## src/rtl/psu_pkg.sv

```systemverilog
// Shared constants, types and the Paeth predictor for the PNG scanline unfilter.
package psu_pkg;

    // Default build limits
    localparam int DEF_MAX_WIDTH = 4096;
    localparam int DEF_MAX_BPP   = 4;

    // Configuration port
    localparam int CFG_IDX_W  = 2;
    localparam int CFG_DATA_W = 16;

    localparam logic [CFG_IDX_W-1:0] REG_IMAGE_WIDTH     = 2'd0;
    localparam logic [CFG_IDX_W-1:0] REG_IMAGE_HEIGHT    = 2'd1;
    localparam logic [CFG_IDX_W-1:0] REG_BYTES_PER_PIXEL = 2'd2;

    // Register and field widths
    localparam int WIDTH_CFG_W  = 13;
    localparam int HEIGHT_CFG_W = 16;
    localparam int BPP_CFG_W    = 3;
    localparam int BYTE_W       = 8;

    // Filter type codes
    localparam logic [BYTE_W-1:0] FILT_NONE  = 8'd0;
    localparam logic [BYTE_W-1:0] FILT_SUB   = 8'd1;
    localparam logic [BYTE_W-1:0] FILT_UP    = 8'd2;
    localparam logic [BYTE_W-1:0] FILT_AVG   = 8'd3;
    localparam logic [BYTE_W-1:0] FILT_PAETH = 8'd4;

    // Per-transaction control decided at the front end
    typedef struct packed {
        logic is_filter;
        logic first_row;
        logic row_end;
        logic image_end;
    } psu_ctrl_t;

    function automatic logic [BYTE_W-1:0] paeth_pick(input logic [BYTE_W-1:0] a,
                                                     input logic [BYTE_W-1:0] b,
                                                     input logic [BYTE_W-1:0] c);
        logic signed [9:0] pa;
        logic signed [9:0] pb;
        logic signed [9:0] pc;
        logic [9:0]        da;
        logic [9:0]        db;
        logic [9:0]        dc;
        logic [BYTE_W-1:0] pick;
        pa = $signed({2'b00, b}) - $signed({2'b00, c});
        pb = $signed({2'b00, a}) - $signed({2'b00, c});
        pc = $signed({2'b00, a}) + $signed({2'b00, b}) - $signed({1'b0, c, 1'b0});
        da = (pa < 0) ? 10'(-pa) : 10'(pa);
        db = (pb < 0) ? 10'(-pb) : 10'(pb);
        dc = (pc < 0) ? 10'(-pc) : 10'(pc);
        if (da <= db && da <= dc) begin
            pick = a;
        end else if (db <= dc) begin
            pick = b;
        end else begin
            pick = c;
        end
        return pick;
    endfunction

endpackage

```

## src/rtl/psu_recon.sv

```systemverilog
// Reconstruction stage: predictor, pixel rings, prior-row write-back, output register.
module psu_recon
    import psu_pkg::*;
#(
    parameter int MAX_WIDTH = DEF_MAX_WIDTH,
    parameter int MAX_BPP   = DEF_MAX_BPP,
    localparam int ROW_STORE = MAX_WIDTH * MAX_BPP,
    localparam int COL_W     = (ROW_STORE > 1) ? $clog2(ROW_STORE) : 1,
    localparam int SLOT_W    = (MAX_BPP > 1) ? $clog2(MAX_BPP) : 1
) (
    input  logic              aclk,
    input  logic              aresetn,
    input  logic              load,
    input  logic [BYTE_W-1:0] in_byte,
    input  psu_ctrl_t         in_ctrl,
    input  logic [COL_W-1:0]  in_col,
    input  logic [SLOT_W-1:0] in_slot,
    input  logic [BYTE_W-1:0] above_byte,
    output logic              stage_free,
    output logic              stage_busy,
    output logic              wr_en,
    output logic [COL_W-1:0]  wr_addr,
    output logic [BYTE_W-1:0] wr_data,
    output logic              m_valid,
    input  logic              m_ready,
    output logic [BYTE_W-1:0] m_pixel_byte,
    output logic              m_end_of_row,
    output logic              m_last_of_image
);

    logic              s1_valid_reg, s1_valid_next;
    logic [BYTE_W-1:0] s1_byte_reg;
    psu_ctrl_t         s1_ctrl_reg;
    logic [COL_W-1:0]  s1_col_reg;
    logic [SLOT_W-1:0] s1_slot_reg;

    logic [BYTE_W-1:0] row_filter_reg;
    logic [BYTE_W-1:0] left_reg  [MAX_BPP];
    logic [BYTE_W-1:0] upper_reg [MAX_BPP];

    logic              out_valid_reg, out_valid_next;
    logic [BYTE_W-1:0] out_byte_reg;
    logic              out_eor_reg;
    logic              out_last_reg;

    logic              out_free;
    logic              advance;
    logic              pix_advance;
    logic              filt_advance;
    logic [BYTE_W-1:0] a_byte, b_byte, c_byte;
    logic [BYTE_W-1:0] avg_byte;
    logic [BYTE_W-1:0] pred;
    logic [BYTE_W-1:0] val;

    assign out_free     = !out_valid_reg || m_ready;
    assign advance      = s1_valid_reg && (s1_ctrl_reg.is_filter || out_free);
    assign pix_advance  = advance && !s1_ctrl_reg.is_filter;
    assign filt_advance = advance && s1_ctrl_reg.is_filter;
    assign stage_free   = !s1_valid_reg || advance;
    assign stage_busy   = s1_valid_reg;

    assign a_byte   = left_reg[s1_slot_reg];
    assign c_byte   = upper_reg[s1_slot_reg];
    assign b_byte   = s1_ctrl_reg.first_row ? '0 : above_byte;
    assign avg_byte = BYTE_W'(({1'b0, a_byte} + {1'b0, b_byte}) >> 1);

    always_comb begin
        unique case (row_filter_reg)
            FILT_NONE:  pred = '0;
            FILT_SUB:   pred = a_byte;
            FILT_UP:    pred = b_byte;
            FILT_AVG:   pred = avg_byte;
            FILT_PAETH: pred = paeth_pick(a_byte, b_byte, c_byte);
            default:    pred = '0;
        endcase
        // Unknown filter types zero the whole row
        val = (row_filter_reg <= FILT_PAETH) ? s1_byte_reg + pred : '0;
    end

    assign wr_en   = pix_advance;
    assign wr_addr = s1_col_reg;
    assign wr_data = val;

    assign s1_valid_next  = load || (s1_valid_reg && !advance);
    assign out_valid_next = pix_advance || (out_valid_reg && !m_ready);

    always_ff @(posedge aclk) begin
        if (!aresetn) begin
            s1_valid_reg   <= 1'b0;
            out_valid_reg  <= 1'b0;
            row_filter_reg <= FILT_NONE;
            for (int k = 0; k < MAX_BPP; k++) begin
                left_reg[k]  <= '0;
                upper_reg[k] <= '0;
            end
        end else begin
            s1_valid_reg  <= s1_valid_next;
            out_valid_reg <= out_valid_next;
            if (filt_advance) begin
                row_filter_reg <= s1_byte_reg;
                for (int k = 0; k < MAX_BPP; k++) begin
                    left_reg[k]  <= '0;
                    upper_reg[k] <= '0;
                end
            end else if (pix_advance) begin
                upper_reg[s1_slot_reg] <= b_byte;
                left_reg[s1_slot_reg]  <= val;
            end
        end
    end

    // Payload registers
    always_ff @(posedge aclk) begin
        if (load) begin
            s1_byte_reg <= in_byte;
            s1_ctrl_reg <= in_ctrl;
            s1_col_reg  <= in_col;
            s1_slot_reg <= in_slot;
        end
        if (pix_advance) begin
            out_byte_reg <= val;
            out_eor_reg  <= s1_ctrl_reg.row_end;
            out_last_reg <= s1_ctrl_reg.image_end;
        end
    end

    assign m_valid         = out_valid_reg;
    assign m_pixel_byte    = out_byte_reg;
    assign m_end_of_row    = out_eor_reg;
    assign m_last_of_image = out_last_reg;

endmodule

```

## config.mk

```make
export PLATFORM = sky130hd
export DESIGN_NAME = psu_recon
export DESIGN_NICKNAME = d
export VERILOG_FILES = /design/src/rtl/psu_pkg.sv /design/src/rtl/psu_recon.sv
export SDC_FILE = /design/constraint.sdc
export NUM_CORES = 1
export LEC_CHECK = 0
export BUFFER_PORTS_ARGS = -buffer_cell sky130_fd_sc_hd__clkbuf_2
export CORE_MARGIN = 2
export CORE_UTILIZATION = 31
export DETAILED_ROUTE_END_ITERATION = 16
export GPL_TIMING_DRIVEN = 0
export SETUP_SLACK_MARGIN = 0.05
export SYNTH_ARGS = -nofsm -noshare
export SYNTH_HDL_FRONTEND = slang
export SYNTH_SLANG_ARGS = --single-unit
```

## constraint.sdc

```tcl
create_clock -name aclk -period 7.77 [get_ports aclk]
set_input_delay 0.3885 -clock aclk [delete_from_list [all_inputs] [get_ports aclk]]
set_output_delay 0.3885 -clock aclk [all_outputs]
set_load 0.1 [all_outputs]
```

---- Word level (Yosys, flattened, before mapping) ----
Memory sizes are Yosys's and may differ from the RTL's. A register that Yosys moved wholly into a read port is not among the register bits.
Cells that the tools add are included.
W data, S select, Z words.
operators by class
  add/sub/neg operators ................... 9
  $lt $le $gt $ge ......................... 7
  equality and inequality tests ........... 4
  mux-type cells .......................... 32
  bitwise gates (word level) .............. 8
  reductions and logical operators ........ 18
operators by type and width
  kind                   count
  $mux W8                14
  $pmux W8 S4            1
  $le A10 B10 Y1         3
  $mux W10               3
  $neg A9 Y10            2
  $add A8 B8 Y9          2
  $lt A9 B1 Y1 const B   2
  $sub A8 B8 Y9          2
  $eq A8 B2 Y1 const B   2
  $reduce_or A8 Y1       2
  $lt A10 B1 Y1 const B  1
  $mux W1                10
  $neg A10 Y10           1
  $sub A9 B9 Y10         1
  $add A8 B8 Y8          1
  $eq A8 B1 Y1 const B   1
  $eq A8 B3 Y1 const B   1
  $le A8 B3 Y1 const B   1
  $mux W2                4
  $or A1 B1 Y1           8
  $logic_and A1 B1 Y1    6
  $logic_not A1 Y1       5
  $logic_or A1 B1 Y1     5
storage, ports and cells
  register bits after elaboration ......... 48
  memory bits (writable) .................. 64
  output and inout port bits .............. 36
  logic and storage cells ................. 93
  memories ................................ 2
memory list
  memory     words  bits a word  rd ports  clocked after Yosys merged registers in  write ports  RTL line         text
  left_reg   4      8            1         1                                        4            psu_recon.sv:38  logic [BYTE_W-1:0] left_reg [MAX_BPP];
  upper_reg  4      8            1         1                                        4            psu_recon.sv:39  logic [BYTE_W-1:0] upper_reg [MAX_BPP];

---- Depth between registers and ports, before layout ----
  depth after elaboration ................. 12
  depth in mapped cells ................... 41

---- Worst setup path before layout ----
No wires, ideal clock.
  path type ............................... flip-flop to flip-flop
  start ................................... reg (tool-made name)
  end ..................................... reg out_byte_reg[7], in the netlist m_pixel_byte[7] (data pin)
  library setup time ...................... 0.497 ns
  arrival ................................. 8.434 ns
  required time ........................... 7.273 ns
  slack ................................... -1.162 ns
  cell stages (with the launch flop) ...... 35
  buffers on the path ..................... 3
  cell sequence ........................... dfxtp_1 clkbuf_1 clkbuf_1 mux4_2 fa_1 inv_1 ha_1 or3_4 o221ai_2 or2b_1 a21oi_1 xnor2_1 o31ai_1 xor2_1 ha_1 nand3_1 or3b_2 o221a_2 buf_2 mux2i_1 nor2_1 a21oi_1 o21ai_0 ha_1 a21o_1 a21oi_1 o21bai_1 a21oi_1 o21bai_1 a21oi_1 xor2_1 xnor2_1 a22o_1 a31oi_2 nand2_1
RTL lines
  element               RTL line          text
  end signal, assigned  psu_recon.sv:121  out_byte_reg <= val;
  end, declared         psu_recon.sv:42   logic [BYTE_W-1:0] out_byte_reg;

==> flow_metrics.tcl <==
set metrics [dict create \
    synth-compound-area-share_pct 14.2 \
    relSlewSlack_pct 24.6 \
    totalWireLength_um 20600 \
    cts_buffers 17 \
    synth_edf_count 102 \
    fmax_mhz 122 \
    synth_top_area_share_pct 39.0 \
    wl_per_cell_um 16.5 \
    whs_path_depth 1 \
    async_flop_share_pct 0 \
    overflow 0 \
    port-buffer-count 74 \
    critPathMaxFanout 5 \
    hold_buffers 0 \
    initial_utilization_pct 31.4 \
    ir_drop_uv 271 \
    ant_nets 0 \
    multi_input_area_um2 4650 \
    cts_tree "built" \
    gp_congestion 0.826 \
    drive_gt1_share_pct 30.1 \
    final_cells 1246 \
    cp_data_required_time_ps 7380 \
    ys.flop_type "edfxtp_1" \
    hold_path_class "in -> reg" \
    tightest_slew_ps 1130 \
    final_nets 1024 \
    fp.dieH_um 163 \
    status "finished with violations" \
    slew_viol_final 0 \
    ys_seq_area_share_pct 42.1 \
    cp_slowest_cell "mux4_2" \
    pin_count 76 \
    path_class "reg -> out" \
    ys_seq_elements 114 \
    fin_crit_ps 8170 \
    grt_start_max_net_pins 32 \
    finClkSkew_ps 7.30 \
    cap_violations 0 \
    dp_hpwl_um 14900 \
    grt_use_met1_pct 19.9 \
    leakagePower_nw 4.29 \
    synth_warnings 0 \
    cts_sinks 114 \
    cp.arrival_ps 7780 \
    r2r_end "left_reg[1][7]" \
    antenna_found_initial 0 \
    grt.total_usage_pct 15.8 \
    cp_common_cell "a21oi_2" \
    filler_cell_count 2418 \
    reg2reg_depth 36 \
    rsz0062_at_grt "yes" \
    netlist_area_um2 7850 \
    clk_pin_slew_worst_paths_ps 60 \
    grt_pass1_vias 6145 \
    final_cell_mix "edfxtp_1, nor2_1, clkbuf_2" \
    setup_viol 1 \
    hold_end "wr_addr[7]" \
    yosys.area_share.simple_pct 14.1 \
    max_stage_delay_ps 550 \
    first_pass_iters 5 \
    h-tree-depth 4 \
    top_usage_layer "met2" \
    grt_pass1_wl_um 32500 \
    met3_usage_pct 3.07 \
    clkLatencyLatePin_ps 410 \
    cp-end-kind "output pin" \
    drc 0 \
    min_period_over_period_pct 105 \
    num_antenna_cells 0 \
    die_area_um2 26600 \
    synth_top_family_by_area "compound AO/OA/AOI/OAI gates" \
    violations "negative setup slack" \
    via_per_inst 4.95 \
    synthMuxAreaShare_pct 5.48 \
    p_per_area_nw_per_um2 335 \
    num_vias 6169 \
    timing.final.ws_setup_ps -403 \
    postSynthAreaPerCell_um2 10.3 \
    ys_types 65 \
    coreArea_um2 25000 \
    final-seq-area_um2 3300 \
    use_met2_pct 27.4 \
    place_ws_ps -1500 \
    netlist_instances 764 \
    clock_path_buffers 2 \
    rows 58 \
    setup_tns_ps -403 \
    final-hold-violation-count 0 \
    synth_xor_area_share_pct 5.51 \
    root_buffer "clkbuf_16" \
    yosysTopAreaCell "edfxtp_1" \
    hp-start "in_col[7]" \
    dp.cells 1170 \
    synth_fa_ha_area_share_pct 14.0 \
    r2r_slack_ps 90 \
    layout_commonest_cell "edfxtp_1" \
    die_w_um 163 \
    areaGrowthSynthToFinish_pct 30.2 \
    synth_area_leaders "edfxtp_1, ha_1, nor2_1, mux4_2, inv_1" \
    first_iter_violations 529 \
    cp-start-kind "flip-flop" \
]
[metrics by stage]
step / hold slack (ps) / cell area (um2) / util [%] / total power, mW
finish: 146 / 10200 / 40.8 / 3.43
global route: 128 / 10200 / 40.8 / 3.65
CTS: 133 / 9910 / 39.6 / 3.28
detailed placement: 410 / 8700 / 34.7 / 2.25
global placement: 403 / 8700 / 34.7 / 2.23
floorplan: 400 / 7910 / - / 1.92
[report_power, final]
group	internal (mW)	leakage, nW	switching (mW)
Combinational	0.839	2.86	1.10
Clock	0.455	0.288	0.313
Sequential	0.709	1.15	0.0138
Total	2.00	4.29	1.42
[worst max-delay path: cells and delay by family (launching register included)]
kind,cells,cell delay (ps)
AOI/OAI and AO/OA,14,2430
xor gates and xnor gates,3,560
adders and majority gates,4,1240
buffers and inverters,5,740
DFF,1,340
muxes,2,710
and+or+nand+nor,7,1330
[worst max path at each step]
stage               from    endpoint  slack (ps)  cells past startpoint
2_1_floorplan  flip-flop  wr_data[7]          60                     34
3_3_place_gp   flip-flop  wr_data[7]       -1410                     36
3_5_place_dp   flip-flop  wr_data[7]       -1500                     36
4_1_cts        flip-flop  wr_data[7]        -320                     35
5_1_grt        flip-flop  wr_data[7]        -750                     36
6_report       flip-flop  wr_data[7]        -400                     35
[metal layers]
layer / vias up / wire length [um]
met5: - / 0
met4: 0 / 371
met3: 27 / 1140
met2: 176 / 10300
met1: 2958 / 8860
li1: 3008 / -
[cell usage after synthesis, types with 7 or more instances]
cell      instances
xnor2_1          27
dfxtp_1          12
inv_1            70
o21a_1            7
ha_1             70
a21o_1           17
a21oi_1          40
a21boi_0         11
nor2b_1           8
nand2_1          47
o21bai_1         12
mux2i_1           7
nand2b_1         16
fa_1             11
edfxtp_1        102
nor3_1            7
xor2_1           18
mux4_2           13
nor2_1           94
o21ai_0          30
clkbuf_1         23
nand3_1          26
[layout make-up]
class / count / share of cell area (%)
inverter: 70 / 2.63
clock buffer: 17 / 4.16
timing repair buffer: 119 / 8.10
buffer: 25 / 1.60
sequential: 114 / 32.3
tap: 330 / 4.04
multi-input combinational: 556 / 45.5
clock inverter: 15 / 1.63
[repair_timing]
action,CTS,global route
pin swaps,24,49
setup buffers,29,18
gates resized for setup,77,50
setup endpoints to repair,28,12
[cell families (layout without fill, tap and decap cells)]
kind of cell | Yosys count | count (layout)
buffers and inverters | 96 | 246
other | 2 | 4
DFF | 114 | 114
muxes | 26 | 26
adders and majority gates | 81 | 81
AOI/OAI and AO/OA | 162 | 162
xor gates and xnor gates | 47 | 47
and+or+nand+nor | 236 | 236
Note: power is estimated with default switching activity, not from simulation.
