## src/rtl/psu_pkg.sv

```systemverilog
// Shared constants, types and the Paeth predictor for the PNG scanline unfilter.
package psu_pkg;

    // Default build limits
    localparam int DEF_MAX_WIDTH = 4096;
    localparam int DEF_MAX_BPP   = 4;

    // Configuration port
    localparam int CFG_IDX_W  = 2;
    localparam int CFG_DATA_W = 16;

    localparam logic [CFG_IDX_W-1:0] REG_IMAGE_WIDTH     = 2'd0;
    localparam logic [CFG_IDX_W-1:0] REG_IMAGE_HEIGHT    = 2'd1;
    localparam logic [CFG_IDX_W-1:0] REG_BYTES_PER_PIXEL = 2'd2;

    // Register and field widths
    localparam int WIDTH_CFG_W  = 13;
    localparam int HEIGHT_CFG_W = 16;
    localparam int BPP_CFG_W    = 3;
    localparam int BYTE_W       = 8;

    // Filter type codes
    localparam logic [BYTE_W-1:0] FILT_NONE  = 8'd0;
    localparam logic [BYTE_W-1:0] FILT_SUB   = 8'd1;
    localparam logic [BYTE_W-1:0] FILT_UP    = 8'd2;
    localparam logic [BYTE_W-1:0] FILT_AVG   = 8'd3;
    localparam logic [BYTE_W-1:0] FILT_PAETH = 8'd4;

    // Per-transaction control decided at the front end
    typedef struct packed {
        logic is_filter;
        logic first_row;
        logic row_end;
        logic image_end;
    } psu_ctrl_t;

    function automatic logic [BYTE_W-1:0] paeth_pick(input logic [BYTE_W-1:0] a,
                                                     input logic [BYTE_W-1:0] b,
                                                     input logic [BYTE_W-1:0] c);
        logic signed [9:0] pa;
        logic signed [9:0] pb;
        logic signed [9:0] pc;
        logic [9:0]        da;
        logic [9:0]        db;
        logic [9:0]        dc;
        logic [BYTE_W-1:0] pick;
        pa = $signed({2'b00, b}) - $signed({2'b00, c});
        pb = $signed({2'b00, a}) - $signed({2'b00, c});
        pc = $signed({2'b00, a}) + $signed({2'b00, b}) - $signed({1'b0, c, 1'b0});
        da = (pa < 0) ? 10'(-pa) : 10'(pa);
        db = (pb < 0) ? 10'(-pb) : 10'(pb);
        dc = (pc < 0) ? 10'(-pc) : 10'(pc);
        if (da <= db && da <= dc) begin
            pick = a;
        end else if (db <= dc) begin
            pick = b;
        end else begin
            pick = c;
        end
        return pick;
    endfunction

endpackage

```

## src/rtl/psu_ctrl.sv

```systemverilog
// Front-end sequencer: config registers, row/column counters and slot lanes.
module psu_ctrl
    import psu_pkg::*;
#(
    parameter int MAX_WIDTH = DEF_MAX_WIDTH,
    parameter int MAX_BPP   = DEF_MAX_BPP,
    localparam int ROW_STORE = MAX_WIDTH * MAX_BPP,
    localparam int COL_W     = (ROW_STORE > 1) ? $clog2(ROW_STORE) : 1,
    localparam int SLOT_W    = (MAX_BPP > 1) ? $clog2(MAX_BPP) : 1
) (
    input  logic                  aclk,
    input  logic                  aresetn,
    input  logic                  cfg_wr_en,
    input  logic [CFG_IDX_W-1:0]  cfg_addr,
    input  logic [CFG_DATA_W-1:0] cfg_wr_data,
    input  logic                  accept,
    output psu_ctrl_t             item_ctrl,
    output logic [COL_W-1:0]      item_col,
    output logic [SLOT_W-1:0]     item_slot
);

    localparam int W_W   = $clog2(MAX_WIDTH + 1);
    localparam int BPP_W = $clog2(MAX_BPP + 1);
    localparam int RB_W  = $clog2(ROW_STORE + 1);

    logic [WIDTH_CFG_W-1:0]  width_reg;
    logic [HEIGHT_CFG_W-1:0] height_reg;
    logic [BPP_CFG_W-1:0]    bpp_reg;

    logic                    awaiting_reg, awaiting_next;
    logic                    first_row_reg, first_row_next;
    logic [COL_W-1:0]        col_reg, col_next;
    logic [HEIGHT_CFG_W-1:0] row_reg, row_next;
    logic [SLOT_W-1:0]       slot_reg  [MAX_BPP];
    logic [SLOT_W-1:0]       slot_next [MAX_BPP];

    logic [W_W-1:0]          w_eff;
    logic [BPP_W-1:0]        bpp_eff;
    logic [HEIGHT_CFG_W-1:0] h_eff;
    logic [RB_W-1:0]         row_bytes;
    logic [RB_W-1:0]         col_inc;
    logic                    row_end;
    logic                    image_end;

    // Clamp registers to the supported range
    always_comb begin
        if (width_reg == '0) begin
            w_eff = W_W'(1);
        end else if (32'(width_reg) > MAX_WIDTH) begin
            w_eff = W_W'(MAX_WIDTH);
        end else begin
            w_eff = W_W'(width_reg);
        end
        if (bpp_reg == '0) begin
            bpp_eff = BPP_W'(1);
        end else if (32'(bpp_reg) > MAX_BPP) begin
            bpp_eff = BPP_W'(MAX_BPP);
        end else begin
            bpp_eff = BPP_W'(bpp_reg);
        end
        h_eff = (height_reg == '0) ? HEIGHT_CFG_W'(1) : height_reg;
    end

    assign row_bytes = RB_W'(w_eff) * RB_W'(bpp_eff);
    assign col_inc   = RB_W'(col_reg) + RB_W'(1);
    assign row_end   = col_inc >= row_bytes;
    assign image_end = row_end &&
                       ((17'(row_reg) + 17'd1) >= {1'b0, h_eff});

    assign item_ctrl.is_filter = awaiting_reg;
    assign item_ctrl.first_row = first_row_reg;
    assign item_ctrl.row_end   = row_end;
    assign item_ctrl.image_end = image_end;
    assign item_col            = col_reg;
    assign item_slot           = slot_reg[SLOT_W'(bpp_eff - BPP_W'(1))];

    always_comb begin
        awaiting_next  = awaiting_reg;
        first_row_next = first_row_reg;
        col_next       = col_reg;
        row_next       = row_reg;
        for (int k = 0; k < MAX_BPP; k++) begin
            slot_next[k] = slot_reg[k];
        end
        if (accept) begin
            if (awaiting_reg) begin
                awaiting_next = 1'b0;
                col_next      = '0;
                for (int k = 0; k < MAX_BPP; k++) begin
                    slot_next[k] = '0;
                end
            end else if (row_end) begin
                awaiting_next = 1'b1;
                col_next      = '0;
                if (image_end) begin
                    row_next       = '0;
                    first_row_next = 1'b1;
                end else begin
                    row_next       = row_reg + HEIGHT_CFG_W'(1);
                    first_row_next = 1'b0;
                end
            end else begin
                col_next = col_reg + COL_W'(1);
                // Each lane counts the column modulo its own pixel size
                for (int k = 0; k < MAX_BPP; k++) begin
                    slot_next[k] = (slot_reg[k] == SLOT_W'(k)) ? '0
                                                              : slot_reg[k] + SLOT_W'(1);
                end
            end
        end
    end

    always_ff @(posedge aclk) begin
        if (!aresetn) begin
            width_reg     <= WIDTH_CFG_W'(1);
            height_reg    <= HEIGHT_CFG_W'(1);
            bpp_reg       <= BPP_CFG_W'(4);
            awaiting_reg  <= 1'b1;
            first_row_reg <= 1'b1;
            col_reg       <= '0;
            row_reg       <= '0;
            for (int k = 0; k < MAX_BPP; k++) begin
                slot_reg[k] <= '0;
            end
        end else begin
            if (cfg_wr_en) begin
                unique case (cfg_addr)
                    REG_IMAGE_WIDTH:     width_reg  <= cfg_wr_data[WIDTH_CFG_W-1:0];
                    REG_IMAGE_HEIGHT:    height_reg <= cfg_wr_data[HEIGHT_CFG_W-1:0];
                    REG_BYTES_PER_PIXEL: bpp_reg    <= cfg_wr_data[BPP_CFG_W-1:0];
                    default: begin
                    end
                endcase
            end
            awaiting_reg  <= awaiting_next;
            first_row_reg <= first_row_next;
            col_reg       <= col_next;
            row_reg       <= row_next;
            for (int k = 0; k < MAX_BPP; k++) begin
                slot_reg[k] <= slot_next[k];
            end
        end
    end

endmodule

```

## config.mk

```make
export PLATFORM = sky130hd
export DESIGN_NAME = psu_ctrl
export DESIGN_NICKNAME = d
export VERILOG_FILES = /design/src/rtl/psu_pkg.sv /design/src/rtl/psu_ctrl.sv
export SDC_FILE = /design/constraint.sdc
export NUM_CORES = 1
export LEC_CHECK = 0
export ABC_AREA = 1
export BUFFER_PORTS_ARGS = -buffer_cell sky130_fd_sc_hd__buf_2
export CORE_MARGIN = 8
export CORE_UTILIZATION = 65
export CTS_CLUSTER_SIZE = 16
export DETAILED_ROUTE_END_ITERATION = 8
export MAX_ROUTING_LAYER = met4
export PLACE_DENSITY = 0.92
export SETUP_SLACK_MARGIN = 0.05
export SLEW_MARGIN = 10
export SYNTH_ARGS = -nofsm -noshare
export SYNTH_HDL_FRONTEND = slang
export SYNTH_SLANG_ARGS = --single-unit
```

## constraint.sdc

```tcl
create_clock -name aclk -period 12.7 [get_ports aclk]
set_input_delay 1.27 -clock aclk [delete_from_list [all_inputs] [get_ports aclk]]
set_output_delay 1.27 -clock aclk [all_outputs]
set_load 0.05 [all_outputs]
```

Word level (Yosys, flattened, before mapping)
Memories as Yosys holds them, arrays and structs flattened.
Index checks and enable logic that the tools add are counted.
- flip-flop bits (word level): 64
- bits in latches: 0
- bits in writable memories: 8
- bits in read-only memories: 0
- input port bits: 22
- output and inout port bits: 20
- logic and storage cells: 66
- memories: 1
- memories (name ; words ; width ; read ports ; clocked after memory_dff ; write ports ; line ; text):
    slot_reg ; 4 ; 2 ; 5 ; 0 ; 4 ; psu_ctrl.sv:34 ; logic [SLOT_W-1:0] slot_reg [MAX_BPP];
- $add $sub $neg: 9
- $mul: 1
- divide/modulo/power cells: 0
- magnitude comparators: 4
- eq/ne operators: 5
- shift operators: 0
- multiplexer cells: 24
- bitwise operators: 5
- reductions and logical operators: 10
- operators by type and width (cell ; count):
    16-bit two-way mux ; 2
    14-bit two-way mux ; 2
    13-bit two-way mux ; 2
    8-bit two-way mux ; 3
    16-bit by 1-bit adder with 17-bit output, second input constant ; 1
    17-bit by 16-bit greater-or-equal comparator with 1-bit output ; 1
    16-bit by 1-bit adder with 16-bit output, second input constant ; 1
    16-bit zero test ; 1
    2-bit two-way mux ; 8
    14-bit by 1-bit adder with 15-bit output, second input constant ; 1
    15-bit greater-or-equal comparator ; 1
    13-bit by 3-bit multiplier with 15-bit output ; 1
    14-bit by 1-bit adder with 14-bit output, second input constant ; 1
    13-bit greater-than comparator, second input constant ; 1
    13-bit zero test ; 1
    2-bit by 1-bit adder with 2-bit output, second input constant ; 4
    2-bit == test, second input constant ; 3
    3-bit two-way mux ; 2
    2-bit AND reduction ; 3
    1-bit two-way mux ; 5
    2-bit by 1-bit == test with 1-bit output, second input constant ; 2
    2-bit zero test ; 2
    1-bit OR ; 4
    3-bit greater-than comparator, second input constant ; 1
    other kinds (5) ; 5

Depth between registers and ports, before layout
- word-level depth: 9
- depth in mapped cells: 29
- gate-level depth less buffers: 28

Worst setup path after synthesis
Ideal clock, no wire load.
- path type: reg-to-output
- start: reg width_reg[4]
- end: out item_ctrl[0] (netlist name)
- arrival time: 4152 ps
- required time: 11430 ps
- path slack: 7278 ps
- cell stages (with the launch flop): 28
- cell sequence: dfxtp_1 -> nor4_1 -> and2_1 -> nand2_1 -> nand2_1 -> clkbuf_1 -> nand3_1 -> fa_1 -> inv_1 -> ha_1 -> inv_1 -> fa_1 -> nor3_1 -> nor2_1 -> o21ai_0 -> nand3_1 -> nand2_1 -> xnor2_1 -> ha_1 -> nand2_1 -> nand2_1 -> nand2_1 -> nand2_1 -> a21oi_2 -> nand3_4 -> nand2_1 -> inv_1 -> buf_4
- cells in the longest elaborated chain, start to end: 6
- ends and longest elaborated chain (what ; line ; text):
    start: declaration ; psu_ctrl.sv:26 ; logic [WIDTH_CFG_W-1:0] width_reg;
    start signal: assignment ; psu_ctrl.sv:128 ; REG_IMAGE_WIDTH: width_reg <= cfg_wr_data[WIDTH_CFG_W-1:0];
    13-bit greater-than comparator ; psu_ctrl.sv:49 ; end else if (32'(width_reg) > MAX_WIDTH) begin
    13-bit two-way mux ; psu_ctrl.sv:49 ;
    13-bit two-way mux * ; psu_ctrl.sv:47 ; if (width_reg == '0) begin
    13-bit by 3-bit multiplier with 15-bit output * ; psu_ctrl.sv:64 ; assign row_bytes = RB_W'(w_eff) * RB_W'(bpp_eff);
    15-bit greater-or-equal comparator * ; psu_ctrl.sv:66 ; assign row_end = col_inc >= row_bytes;
    net row_end ; psu_ctrl.sv:42 ; logic row_end;
    1-bit logical AND * ; psu_ctrl.sv:67 ; assign image_end = row_end &&
    end: declaration ; psu_ctrl.sv:17 ; output psu_ctrl_t item_ctrl,
Mark *: on every way through the listed nets, which the timed path passes. The rest lies on a longest branch.

==> flow_summary.yaml <==
outcome:
  status: "finished, final reports clean"
yosys:
  synth_top_cell_area_share: 0.274
  yosysSeqAreaShare: 0.274
  synth_edf_count: 0
  ys_async_sr_fraction: 0
  yosysMostFrequentCell: "nand2_1"
  syn_inst: 747
  synth_warnings: 0
  synth_fp_nets: 830
  synth_commonest_cells: "nand2_1 (151), inv_1 (98), nor2_1 (77)"
  synth_top_area_cell: "dfxtp_1"
  synth-main-ff-cell: "dfxtp_1"
  yosys-top-cells-area: "dfxtp_1 (27%), ha_1 (12%), nand2_1 (11%)"
  syn_area_um2: 5260
  ys_types: 40
  syn_avg_cell_area_um2: 7.04
  ys_ff_latch: 72
worst_setup_path:
  crit_family: "simple AND/OR/NAND/NOR gates"
  critPathMaxStageDelay_ns: 0.69
  path_class: "reg -> out"
  crit_path_end_kind: "output port"
  cp_cell_sequence: "a21oi_1 > clkinv_1 > nor2_1 > fa_1 > ha_1 > a21oi_1 > o21ai_0 > nor2_1 > o21ai_0 > nand3_1 > nand2_1 > xnor2_1 > ha_1 > nand2_1 > nor2_2 > inv_1 > nor2_1 > nand2_1 > nand3_4 > nand2_1 > inv_1 > buf_2"
  worstPathMaxFanout: 11
  critPathSlowestCell: "a21oi_1"
  crit_buf_inv: 4
  start_kind: "register"
  cp_data_required_time_ns: 11.43
  crit_arrival_ns: 5.33
  worst_path_most_repeated_cell: "nand2_1"
sta:
  clock.fmax_mhz: 151
  min_period_over_period: 0.520
  finalSetupViolations: 0
  grt_setup_unrepaired: "false"
  setup_slack_ns: 6.10
  maxSlewHeadroom: 0.364
  skew_ns: 0.0166
  finalHoldViolCount: 0
  finalSetupTns_ns: 0
  min_period_ns: 6.60
  worst_slew_pin_slew_ns: 0.952
  drv_slew: 0
clock_network:
  post_cts_buffers: 0
  clk_pin_slew_ns: 0.08
  cts_htree_levels: 3
  cts.path.max_buffers: 2
  cts_tree: "yes"
  cts_root_buffer: "clkbuf_8"
  cts_num_sinks: 72
  cts_buffers: 9
  clk_latency_ns: 0.37
  ctsResizeCount: 0
  cts_hold_buf: 0
detailed_routing:
  drtIter0Drc: 378
  via_per_inst: 5.81
  wirelength_um: 13300
  drc_errors: 0
  wire_per_inst_um: 15.1
  vias: 5134
  ant_nets: 0
  firstDrtPassIters: 6
floorplan:
  die_w_um: 106
  start_util: 0.657
  ios: 42
  coreArea_um2: 8010
  die_area_um2: 11200
  dieHeight_um: 106
  rows: 33
place:
  pre_cts_slack_ns: 6.68
  gp_congestion: 0.961
  portBuffers: 41
  dp_hpwl_um: 9940
power_and_ir_drop:
  leakage_nw: 2.67
  ir_worst_vdd_uv: 70.3
  p_per_area_nw_per_um2: 95.7
  totalPowerFinal_mw: 0.545
layout:
  fin_nets: 856
  multiInputGateArea_um2: 3290
  register_area_um2: 1440
  fillers: 614
  utilization: 0.710
  area_delta_synth_final_pct: 8.18
  n_antenna_cell: 0
  drive_above_1_share: 0.107
grt:
  antenna_found_initial: 0
  grt_max_degree: 44
  grt_use_met1: 0.281
  grt_busiest_layer: "met2"
  grt_use_met2: 0.384
  grt_use_met3: 0.0472
  grt_pass1_vias: 4862
  grt_usage: 0.239
  grt_pass1_wl_um: 21800
  globalRouteOverflowTotal: 0
job:
  maxCapViolCount: 0
min_path:
  hp-class: "reg -> reg"
==> worst min-delay path, stage by stage, from the launching register on <==
cell and delay, ns:
dfxtp_1 0.32, inv_1 0.05, nor2_1 0.04
==> logic make-up (layout without fill, tap and decap cells) <==
kind of cell	Yosys count	count (layout)	synth area share
simple gates	317	317	0.266
compound gates	131	131	0.132
buf+inv	129	160	0.102
flops	72	72	0.274
fa+ha+maj	61	61	0.162
xor+xnor	37	37	0.0645
==> final timing paths <==
kind,startpoint,to,slack (ns),depth (start not counted)
worst min register to register,slot_reg[1][1],slot_reg[1][1],0.44,2
worst max register to register,bpp_reg[2],row_reg[10],7.40,24
worst min-delay path,slot_reg[1][1],slot_reg[1][1],0.44,2
worst max-delay path,bpp_reg[2],item_ctrl[0],6.10,22
==> per-layer routing <==
layer | part of all wire | vias to the layer above
met5 | 0 | -
met3 | 0.076 | 54
li1 | - | 2488
met1 | 0.43 | 2347
met2 | 0.46 | 245
met4 | 0.035 | 0
==> through the flow <==
step           hold WS, ns  instance area (µm²)  instances
6_report             0.443                 5690        883
2_1_floorplan        0.409                 5260        747
5_1_grt              0.459                 5690        883
4_1_cts              0.444                 5690        883
3_5_place_dp         0.431                 5450        867
3_3_place_gp         0.423                 5450        867
==> final cells by class <==
| cell class | count | share of cell area |
|---|---|---|
| clock inverters | 6 | 0.0167 |
| repair buffers | 41 | 0.0361 |
| inverters | 103 | 0.0688 |
| flip-flops and latches | 72 | 0.253 |
| multi-input cells | 546 | 0.578 |
| well taps | 105 | 0.0231 |
| clock buffers | 10 | 0.0242 |
==> layout by cell type, fill, tap and decap left out, types with 23 or more instances in the layout <==
cell     netlist  routed
a21oi_1       67      67
buf_2          4      41
dfxtp_1       72      72
ha_1          49      49
inv_1         98      98
nand2_1      151     151
nand3_1       35      35
nor2_1        77      77
o21ai_0       47      47
xor2_1        23      23
==> power by group <==
group | internal [mW] | leakage [nW] | switching (mW)
registers | 0.233 | 0.585 | 0.00701
clock network | 0.119 | 0.118 | 0.101
logic | 0.0257 | 1.96 | 0.0596
Note: power is estimated with default switching activity, not from simulation.
